==> src/rtl/launch_and_deploy_detector_defines.svh <==
// Assertion macros shared by the launch and deploy detector RTL.
// No dependencies; included by the modules that carry assertions.
`ifndef LAUNCH_AND_DEPLOY_DETECTOR_DEFINES_SVH
`define LAUNCH_AND_DEPLOY_DETECTOR_DEFINES_SVH
`ifndef SYNTH
`define LDD_ASSERT_SAME(label, clk, rst_n, ante, cons) \
	label: assert property (@(posedge clk) disable iff (!rst_n) (ante) |-> (cons)) \
		else $error("ldd assertion failed");
`define LDD_ASSERT_NEXT(label, clk, rst_n, ante, cons) \
	label: assert property (@(posedge clk) disable iff (!rst_n) (ante) |=> (cons)) \
		else $error("ldd assertion failed");
`else
`define LDD_ASSERT_SAME(label, clk, rst_n, ante, cons)
`define LDD_ASSERT_NEXT(label, clk, rst_n, ante, cons)
`endif
`endif

==> src/rtl/ldd_pkg.sv <==
// Shared widths, register indexes and types of the launch and deploy detector.
// No dependencies; imported by every RTL module of the block.
package ldd_pkg;

	localparam int ALT_W  = 24;
	localparam int ACC_W  = 20;
	localparam int TS_W   = 32;
	localparam int DATA_W = 32;
	localparam int ADDR_W = 4;
	localparam int IDX_W  = 2;

	localparam logic [IDX_W-1:0] REG_DEPLOY_ALTITUDE = 2'd0;
	localparam logic [IDX_W-1:0] REG_LAUNCH_ACCEL    = 2'd1;
	localparam logic [IDX_W-1:0] REG_HOLD_TIME       = 2'd2;

	localparam logic [TS_W-1:0] HOLD_TIME_RESET = 32'd1000;

	typedef struct packed {
		logic in_flight;
		logic deployed;
		logic deploy_signal;
	} flags_t;

endpackage

==> src/rtl/ldd_cell.sv <==
// One window entry: holds an altitude and an acceleration sample.
// Depends on ldd_pkg; instantiated in a row by ldd_window.
module ldd_cell
	import ldd_pkg::*;
(
	input  logic             clk,
	input  logic             arst_n,
	input  logic             shift,
	input  logic [ALT_W-1:0] alt_in,
	input  logic [ACC_W-1:0] acc_in,
	output logic [ALT_W-1:0] alt_out,
	output logic [ACC_W-1:0] acc_out
);

	logic [ALT_W-1:0] alt_q;
	logic [ACC_W-1:0] acc_q;

	// The window starts out as all zero samples, so the entries are cleared.
	always_ff @(posedge clk or negedge arst_n) begin
		if (!arst_n) begin
			alt_q <= '0;
			acc_q <= '0;
		end else if (shift) begin
			alt_q <= alt_in;
			acc_q <= acc_in;
		end
	end

	assign alt_out = alt_q;
	assign acc_out = acc_q;

endmodule

==> src/rtl/ldd_window.sv <==
// Rolling windows as a shift line of cells, with running sums (stage one).
// Depends on ldd_pkg and ldd_cell.
module ldd_window
	import ldd_pkg::*;
#(
	parameter int WINDOW_SIZE = 16
) (
	input  logic                                         clk,
	input  logic                                         arst_n,
	input  logic                                         shift,
	input  logic [ALT_W-1:0]                             altitude,
	input  logic [ACC_W-1:0]                             net_accel,
	output logic signed [ALT_W+$clog2(WINDOW_SIZE)-1:0] alt_sum,
	output logic signed [ACC_W+$clog2(WINDOW_SIZE)-1:0] acc_sum
);

	localparam int ALT_SUM_W = ALT_W + $clog2(WINDOW_SIZE);
	localparam int ACC_SUM_W = ACC_W + $clog2(WINDOW_SIZE);

	logic [ALT_W-1:0] alt_chain [WINDOW_SIZE+1];
	logic [ACC_W-1:0] acc_chain [WINDOW_SIZE+1];

	logic signed [ALT_SUM_W-1:0] alt_sum_q;
	logic signed [ACC_SUM_W-1:0] acc_sum_q;

	assign alt_chain[0] = altitude;
	assign acc_chain[0] = net_accel;

	for (genvar i = 0; i < WINDOW_SIZE; i++) begin : g_cell
		ldd_cell u_cell (
			.clk     (clk),
			.arst_n  (arst_n),
			.shift   (shift),
			.alt_in  (alt_chain[i]),
			.acc_in  (acc_chain[i]),
			.alt_out (alt_chain[i+1]),
			.acc_out (acc_chain[i+1])
		);
	end

	// The last cell holds the sample that leaves the window on this beat.
	// The final sum always fits, so wrapping arithmetic at sum width is exact.
	always_ff @(posedge clk or negedge arst_n) begin
		if (!arst_n) begin
			alt_sum_q <= '0;
			acc_sum_q <= '0;
		end else if (shift) begin
			alt_sum_q <= alt_sum_q + ALT_SUM_W'($signed(altitude))
				- ALT_SUM_W'($signed(alt_chain[WINDOW_SIZE]));
			acc_sum_q <= acc_sum_q + ACC_SUM_W'($signed(net_accel))
				- ACC_SUM_W'($signed(acc_chain[WINDOW_SIZE]));
		end
	end

	assign alt_sum = alt_sum_q;
	assign acc_sum = acc_sum_q;

endmodule

==> src/rtl/ldd_flight.sv <==
// Flight phase logic: launch, deployment and the timed deploy signal (stage two).
// Depends on ldd_pkg and the assertion macros header.
`include "launch_and_deploy_detector_defines.svh"
module ldd_flight
	import ldd_pkg::*;
#(
	parameter int WINDOW_SIZE = 16
) (
	input  logic                                         clk,
	input  logic                                         arst_n,
	input  logic                                         step,
	input  logic signed [ALT_W+$clog2(WINDOW_SIZE)-1:0] alt_sum,
	input  logic signed [ACC_W+$clog2(WINDOW_SIZE)-1:0] acc_sum,
	input  logic signed [ALT_W+$clog2(WINDOW_SIZE)-1:0] alt_limit,
	input  logic signed [ACC_W+$clog2(WINDOW_SIZE)-1:0] acc_limit,
	input  logic [TS_W-1:0]                              hold_time,
	input  logic [TS_W-1:0]                              timestamp,
	output flags_t                                       flags
);

	logic            flight_q;
	logic            deploy_q;
	logic            level_q;
	logic [TS_W-1:0] elapsed_q;
	logic [TS_W-1:0] last_q;

	logic [TS_W-1:0] delta;
	logic [TS_W:0]   elapsed_sum;
	logic [TS_W-1:0] elapsed_next;

	// Stamp differences wrap, so a stamp going back counts as a long step.
	assign delta        = timestamp - last_q;
	assign elapsed_sum  = {1'b0, elapsed_q} + {1'b0, delta};
	assign elapsed_next = elapsed_sum[TS_W] ? '1 : elapsed_sum[TS_W-1:0];

	always_ff @(posedge clk or negedge arst_n) begin
		if (!arst_n) begin
			flight_q  <= 1'b0;
			deploy_q  <= 1'b0;
			level_q   <= 1'b0;
			elapsed_q <= '0;
			last_q    <= '0;
		end else if (step) begin
			if (flight_q) begin
				if (!deploy_q) begin
					if (alt_sum < alt_limit) begin
						deploy_q <= 1'b1;
						level_q  <= 1'b1;
						last_q   <= timestamp;
					end
				end else if (level_q) begin
					elapsed_q <= elapsed_next;
					last_q    <= timestamp;
					if (elapsed_next >= hold_time) begin
						level_q <= 1'b0;
					end
				end
			end else if (acc_sum > acc_limit) begin
				flight_q <= 1'b1;
			end
		end
	end

	assign flags.in_flight     = flight_q;
	assign flags.deployed      = deploy_q;
	assign flags.deploy_signal = level_q;

	`LDD_ASSERT_SAME(a_deploy_in_flight, clk, arst_n, deploy_q, flight_q)
	`LDD_ASSERT_SAME(a_level_deployed, clk, arst_n, level_q, deploy_q)
	`LDD_ASSERT_NEXT(a_deploy_sticks, clk, arst_n, deploy_q, deploy_q)
	`LDD_ASSERT_NEXT(a_elapsed_idle, clk, arst_n, !step, $stable(elapsed_q))

endmodule

==> src/rtl/launch_and_deploy_detector.sv <==
// Launch and deploy detector: sample window with running sums and flight logic.
// The block takes one sample beat per cycle on a valid/ready input channel and
// returns one beat of three flags for each sample on a valid/ready output channel.
// A sample passes the window cells in the first stage, where the running
// altitude and acceleration sums are updated, and the flight logic in the second
// stage, whose flag registers are the output beat. An accepted input beat sets the
// stage-one valid register and its step sets the output valid register. While the
// receiver takes beats, a new sample is taken every cycle; the single running-sum
// update per beat sets that rate. When the receiver stalls, the output beat holds
// and the sample in the first stage waits; input ready stays high only while that
// stage is empty or can move on. Reset clears the windows, sums, flags and timer
// and sets the hold time to 1000 stamp units; there is no clearing pass, so input
// is taken right away. Thresholds are written over the APB port at 0x0 (altitude),
// 0x4 (accel) and 0x8 (hold time); the user must write them only while no beat is
// in flight, as the block does not enforce it. Scaled thresholds are registered.
module launch_and_deploy_detector
	import ldd_pkg::*;
#(
	parameter int WINDOW_SIZE = 16
) (
	input  logic              clk,
	input  logic              arst_n,
	input  logic              psel,
	input  logic              penable,
	input  logic              pwrite,
	input  logic [ADDR_W-1:0] paddr,
	input  logic [DATA_W-1:0] pwdata,
	output logic [DATA_W-1:0] prdata,
	output logic              pready,
	input  logic              in_valid,
	output logic              in_ready,
	input  logic [ALT_W-1:0]  altitude,
	input  logic [ACC_W-1:0]  net_accel,
	input  logic [TS_W-1:0]   timestamp,
	output logic              out_valid,
	input  logic              out_ready,
	output logic              in_flight,
	output logic              deployed,
	output logic              deploy_signal
);

	localparam int ALT_SUM_W = ALT_W + $clog2(WINDOW_SIZE);
	localparam int ACC_SUM_W = ACC_W + $clog2(WINDOW_SIZE);
	localparam logic signed [ALT_SUM_W:0] ALT_SCALE = (ALT_SUM_W+1)'(WINDOW_SIZE);
	localparam logic signed [ACC_SUM_W:0] ACC_SCALE = (ACC_SUM_W+1)'(WINDOW_SIZE);

	logic [ALT_W-1:0] deploy_altitude_q;
	logic [ACC_W-1:0] launch_accel_q;
	logic [TS_W-1:0]  hold_time_q;

	logic signed [ALT_SUM_W-1:0] alt_limit_q;
	logic signed [ACC_SUM_W-1:0] acc_limit_q;
	logic signed [ALT_SUM_W-1:0] alt_thr_ext;
	logic signed [ACC_SUM_W-1:0] acc_thr_ext;

	logic signed [ALT_SUM_W-1:0] alt_sum;
	logic signed [ACC_SUM_W-1:0] acc_sum;

	logic             cfg_write;
	logic [IDX_W-1:0] reg_idx;

	logic            valid_s1;
	logic [TS_W-1:0] ts_s1;
	logic            out_valid_q;
	logic            advance;
	logic            accept;
	logic            step;
	flags_t          flags;

	// Configuration port.
	assign pready    = 1'b1;
	assign reg_idx   = paddr[ADDR_W-1:ADDR_W-IDX_W];
	assign cfg_write = psel && penable && pwrite;

	always_ff @(posedge clk or negedge arst_n) begin
		if (!arst_n) begin
			deploy_altitude_q <= '0;
			launch_accel_q    <= '0;
			hold_time_q       <= HOLD_TIME_RESET;
		end else if (cfg_write) begin
			unique case (reg_idx)
				REG_DEPLOY_ALTITUDE: deploy_altitude_q <= pwdata[ALT_W-1:0];
				REG_LAUNCH_ACCEL:    launch_accel_q    <= pwdata[ACC_W-1:0];
				REG_HOLD_TIME:       hold_time_q       <= pwdata[TS_W-1:0];
				default: ;
			endcase
		end
	end

	always_comb begin
		unique case (reg_idx)
			REG_DEPLOY_ALTITUDE: prdata = DATA_W'(deploy_altitude_q);
			REG_LAUNCH_ACCEL:    prdata = DATA_W'(launch_accel_q);
			REG_HOLD_TIME:       prdata = DATA_W'(hold_time_q);
			default:             prdata = '0;
		endcase
	end

	// Thresholds scaled by the window size, so sums compare without a divide.
	assign alt_thr_ext = ALT_SUM_W'($signed(deploy_altitude_q));
	assign acc_thr_ext = ACC_SUM_W'($signed(launch_accel_q));

	always_ff @(posedge clk) begin
		alt_limit_q <= ALT_SUM_W'(alt_thr_ext * ALT_SCALE);
		acc_limit_q <= ACC_SUM_W'(acc_thr_ext * ACC_SCALE);
	end

	// Pipeline control: stage two moves when the output beat is free or taken.
	assign advance   = !out_valid_q || out_ready;
	assign in_ready  = !valid_s1 || advance;
	assign accept    = in_valid && in_ready;
	assign step      = valid_s1 && advance;
	assign out_valid = out_valid_q;

	always_ff @(posedge clk or negedge arst_n) begin
		if (!arst_n) begin
			valid_s1    <= 1'b0;
			out_valid_q <= 1'b0;
		end else begin
			if (accept) begin
				valid_s1 <= 1'b1;
			end else if (step) begin
				valid_s1 <= 1'b0;
			end
			if (step) begin
				out_valid_q <= 1'b1;
			end else if (out_ready) begin
				out_valid_q <= 1'b0;
			end
		end
	end

	always_ff @(posedge clk) begin
		if (accept) begin
			ts_s1 <= timestamp;
		end
	end

	ldd_window #(
		.WINDOW_SIZE (WINDOW_SIZE)
	) u_window (
		.clk       (clk),
		.arst_n    (arst_n),
		.shift     (accept),
		.altitude  (altitude),
		.net_accel (net_accel),
		.alt_sum   (alt_sum),
		.acc_sum   (acc_sum)
	);

	ldd_flight #(
		.WINDOW_SIZE (WINDOW_SIZE)
	) u_flight (
		.clk       (clk),
		.arst_n    (arst_n),
		.step      (step),
		.alt_sum   (alt_sum),
		.acc_sum   (acc_sum),
		.alt_limit (alt_limit_q),
		.acc_limit (acc_limit_q),
		.hold_time (hold_time_q),
		.timestamp (ts_s1),
		.flags     (flags)
	);

	assign in_flight     = flags.in_flight;
	assign deployed      = flags.deployed;
	assign deploy_signal = flags.deploy_signal;

endmodule
==> config.mk <==
export PLATFORM = sky130hd
export DESIGN_NAME = launch_and_deploy_detector
export DESIGN_NICKNAME = d
export VERILOG_FILES = /design/src/rtl/ldd_pkg.sv /design/src/rtl/ldd_cell.sv /design/src/rtl/ldd_window.sv /design/src/rtl/ldd_flight.sv /design/src/rtl/launch_and_deploy_detector.sv
export VERILOG_INCLUDE_DIRS = /design/src /design/src/rtl
export SDC_FILE = /design/constraint.sdc
export NUM_CORES = 2
export LEC_CHECK = 0
export BUFFER_PORTS_ARGS = -buffer_cell sky130_fd_sc_hd__buf_2
export CAP_MARGIN = 20
export CORE_ASPECT_RATIO = 1.5
export CORE_MARGIN = 2
export CORE_UTILIZATION = 35
export DETAILED_ROUTE_END_ITERATION = 16
export GPL_TIMING_DRIVEN = 0
export PLACE_DENSITY = 0.48
export RECOVER_POWER = 50
export SYNTH_ARGS = -nofsm -noshare
export SYNTH_HDL_FRONTEND = slang
export SYNTH_HIERARCHICAL = 1
export SYNTH_SLANG_ARGS = --single-unit
==> constraint.sdc <==
create_clock -name clk -period 18.7 [get_ports clk]
set_input_delay 1.87 -clock clk [delete_from_list [all_inputs] [get_ports clk]]
set_output_delay 1.87 -clock clk [all_outputs]
set_load 0.01 [all_outputs]
==> results.toml <==
[status]
status = "finished, violations left"
violations = "capacitance limit, slew limit"

[layout]
drive_above_1_share_pct = 28.4
final_cell_mix = "dfrtp_1, mux2_4, inv_1"
final_common_cell = "dfrtp_1"
syn2layout_area_growth_pct = 11.8
seq_area_um2 = 24400
nFillCells = 13200
finalNonFillerCells = 5704
final_area_um2 = 54500
final_nets = 4128
multi_input_comb_area_um2 = 20800

[grt]
grt_pass1_wl_um = 178000
antenna_found_initial = 6
grt_max_degree = 118
grt.total_usage_pct = 16.5
grt_pass1_vias = 28900
grt_overflow = 0

[logic_synthesis]
synth_area_um2 = 48700
synth_edf_count = 32
synthArstFlopShare_pct = 92.2
syn_area_per_cell_um2 = 14.0
ys_types = 87
yosysSeqAreaShare_pct = 50.0
yosys_warnings = 6
ys_seq_elements = 977
netlist_instances = 3484
synth-main-ff-cell = "dfrtp_1"

[drt]
drc = 0
drt_first_pass_iters = 4
drtIter0Drc = 1240
wirelength_um = 114000
avgViaCountPerCell = 4.66
detail-route-antenna-nets = 0
wire_per_inst_um = 20.0
via_count = 26600

[timing]
worst_pin_slew_ns = 6.23
fin_crit_sh_pct = 44.3
slew_headroom_pct = -315
slew_violations = 353
setup_violations = 0
holdWs_ns = 0.399
max_freq_ghz = 0.121
rsz0062_at_grt = "no"
final-hold-violation-count = 0
finClkSkew_ns = 0.0162
setup_ws_ns = 10.41
min_period_ns = 8.29

[setup_path]
cp_top_family = "buffers and inverters"
cp.buffers_inverters = 2
cp_max_fo = 113
slowest_delay_ns = 4.40
cp-end-kind = "async pin"
cp_cell_sequence = "clkbuf_1 > clkbuf_1"
cp-start-kind = "input port"
slowest_stage = "clkbuf_1"
critical_path_class = "in -> async"
cp_data_arrival_time_ns = 7.59
crit_top_cell = "clkbuf_1"
cp.required_ns = 18.00

[cts]
cts-htree-levels = 3
tritoncts = "done"
cts_setup_buffers = 0
cts_buffers = 101
cts_resized = 0
clock_latency_ns = 0.72
ctsLongestPathBuffers = 3
cts_hold_buffers = 0
clk_pin_slew_ns = 0.06
cts_root_buffer = "clkbuf_16"
cts.sinks = 977

[placed_design]
place_area_um2 = 52100
gp_congestion = 0.822
io_buffers = 153
dp.cells = 5513
place_hpwl_um = 83000
place_ws_ns = 10.49

[floorplan]
chipHeight_um = 461
initial_utilization_pct = 35.3
die_area_um2 = 142000
rows = 167
die_w_um = 309
pin_count = 157
core_um2 = 138000

[pwr]
p_leak_uw = 0.0258
total_power_uw = 11200
ir_worst_vdd_uv = 132
p_per_area_nw_per_um2 = 205

[min_path]
hold_path.class = "reg -> reg"

[job]
drv_cap = 13
-- registers in the layout, indices dropped and copies added, names as in the netlist, 20 cells and up --
name / count
acc_limit_q: 20
alt_limit_q: 24
deploy_altitude_q: 24
hold_time_q: 32
launch_accel_q: 20
ts_s1: 32
u_flight/elapsed_q: 32
u_flight/last_q: 32
u_window/acc_sum: 24
u_window/alt_sum: 28
u_window/g_cell.u_cell/acc_out: 320
u_window/g_cell.u_cell/alt_out: 384
-- stage by stage --
stage          TNS [ns]  util [%]
2_1_floorplan         0         -
3_3_place_gp   -4212.94      37.5
3_5_place_dp          0      37.7
4_1_cts               0      40.3
5_1_grt               0      39.4
6_report              0      39.4
-- final cells by class --
type,instances,area share [%]
Clock buffer,149,5.55
Antenna cell,1,0.00459
Buffer,134,2.36
Inverter,328,2.26
Multi-Input combinational cell,2052,38.2
Timing Repair Buffer,163,1.73
Clock inverter,41,0.875
Sequential cell,977,44.8
Tap cell,1859,4.27
-- power by group --
part           switching (uW)  leakage, uW  internal (uW)  total [uW]
clock network             878      0.00173           1250        2120
logic                    2850       0.0127           2640        5490
registers                 561       0.0114           3010        3570
total                    4290       0.0258           6890       11200
-- cell families (layout without fill, tap and decap cells) --
family,count (synthesis),in the layout,synth area share [%]
compound gates,461,461,6.10
fa+ha+maj,252,252,7.27
other cells,2,10,0.0154
simple gates,364,364,3.66
xor+xnor,101,101,1.81
mux,865,865,25.0
buf+inv,462,815,6.12
flops,977,977,50.0
-- layer usage --
metal	global-route usage, %	wire, um
met1	20.8	50000
met2	28.6	57400
met3	2.39	3440
met4	6.02	3250
met5	0	34
-- Yosys cell counts, drive strengths merged, types with 42 or more instances --
cell type / number / area share [%]
nor2: 74 / 0.57
xor2: 42 / 0.75
buf: 108 / 3.4
dfxtp: 44 / 1.8
a21oi: 127 / 1.4
ha: 200 / 5.1
nand2: 139 / 1.1
dfrtp: 895 / 46
inv: 328 / 2.5
o21ai: 109 / 1.1
mux2: 828 / 24
xnor2: 59 / 1.1
a21o: 92 / 1.4
fa: 52 / 2.1
-- final timing paths --
path / startpoint / slack, ns / depth (start not counted) / end
hold reg to reg: deploy_altitude_q[2] / 0.40 / 0 / alt_limit_q[6]
hold / removal: deploy_altitude_q[2] / 0.40 / 0 / alt_limit_q[6]
setup reg to reg: ts_s1[13] / 10.47 / 29 / u_flight/level_q
max in group clk: ts_s1[13] / 10.47 / 29 / u_flight/level_q
setup / recovery: arst_n / 10.41 / 2 / u_window/g_cell[15].u_cell/alt_out[23]
min in group asynchronous: arst_n / 1.57 / 1 / u_window/g_cell[8].u_cell/alt_out[14]
(Power assumes the default switching activity.)
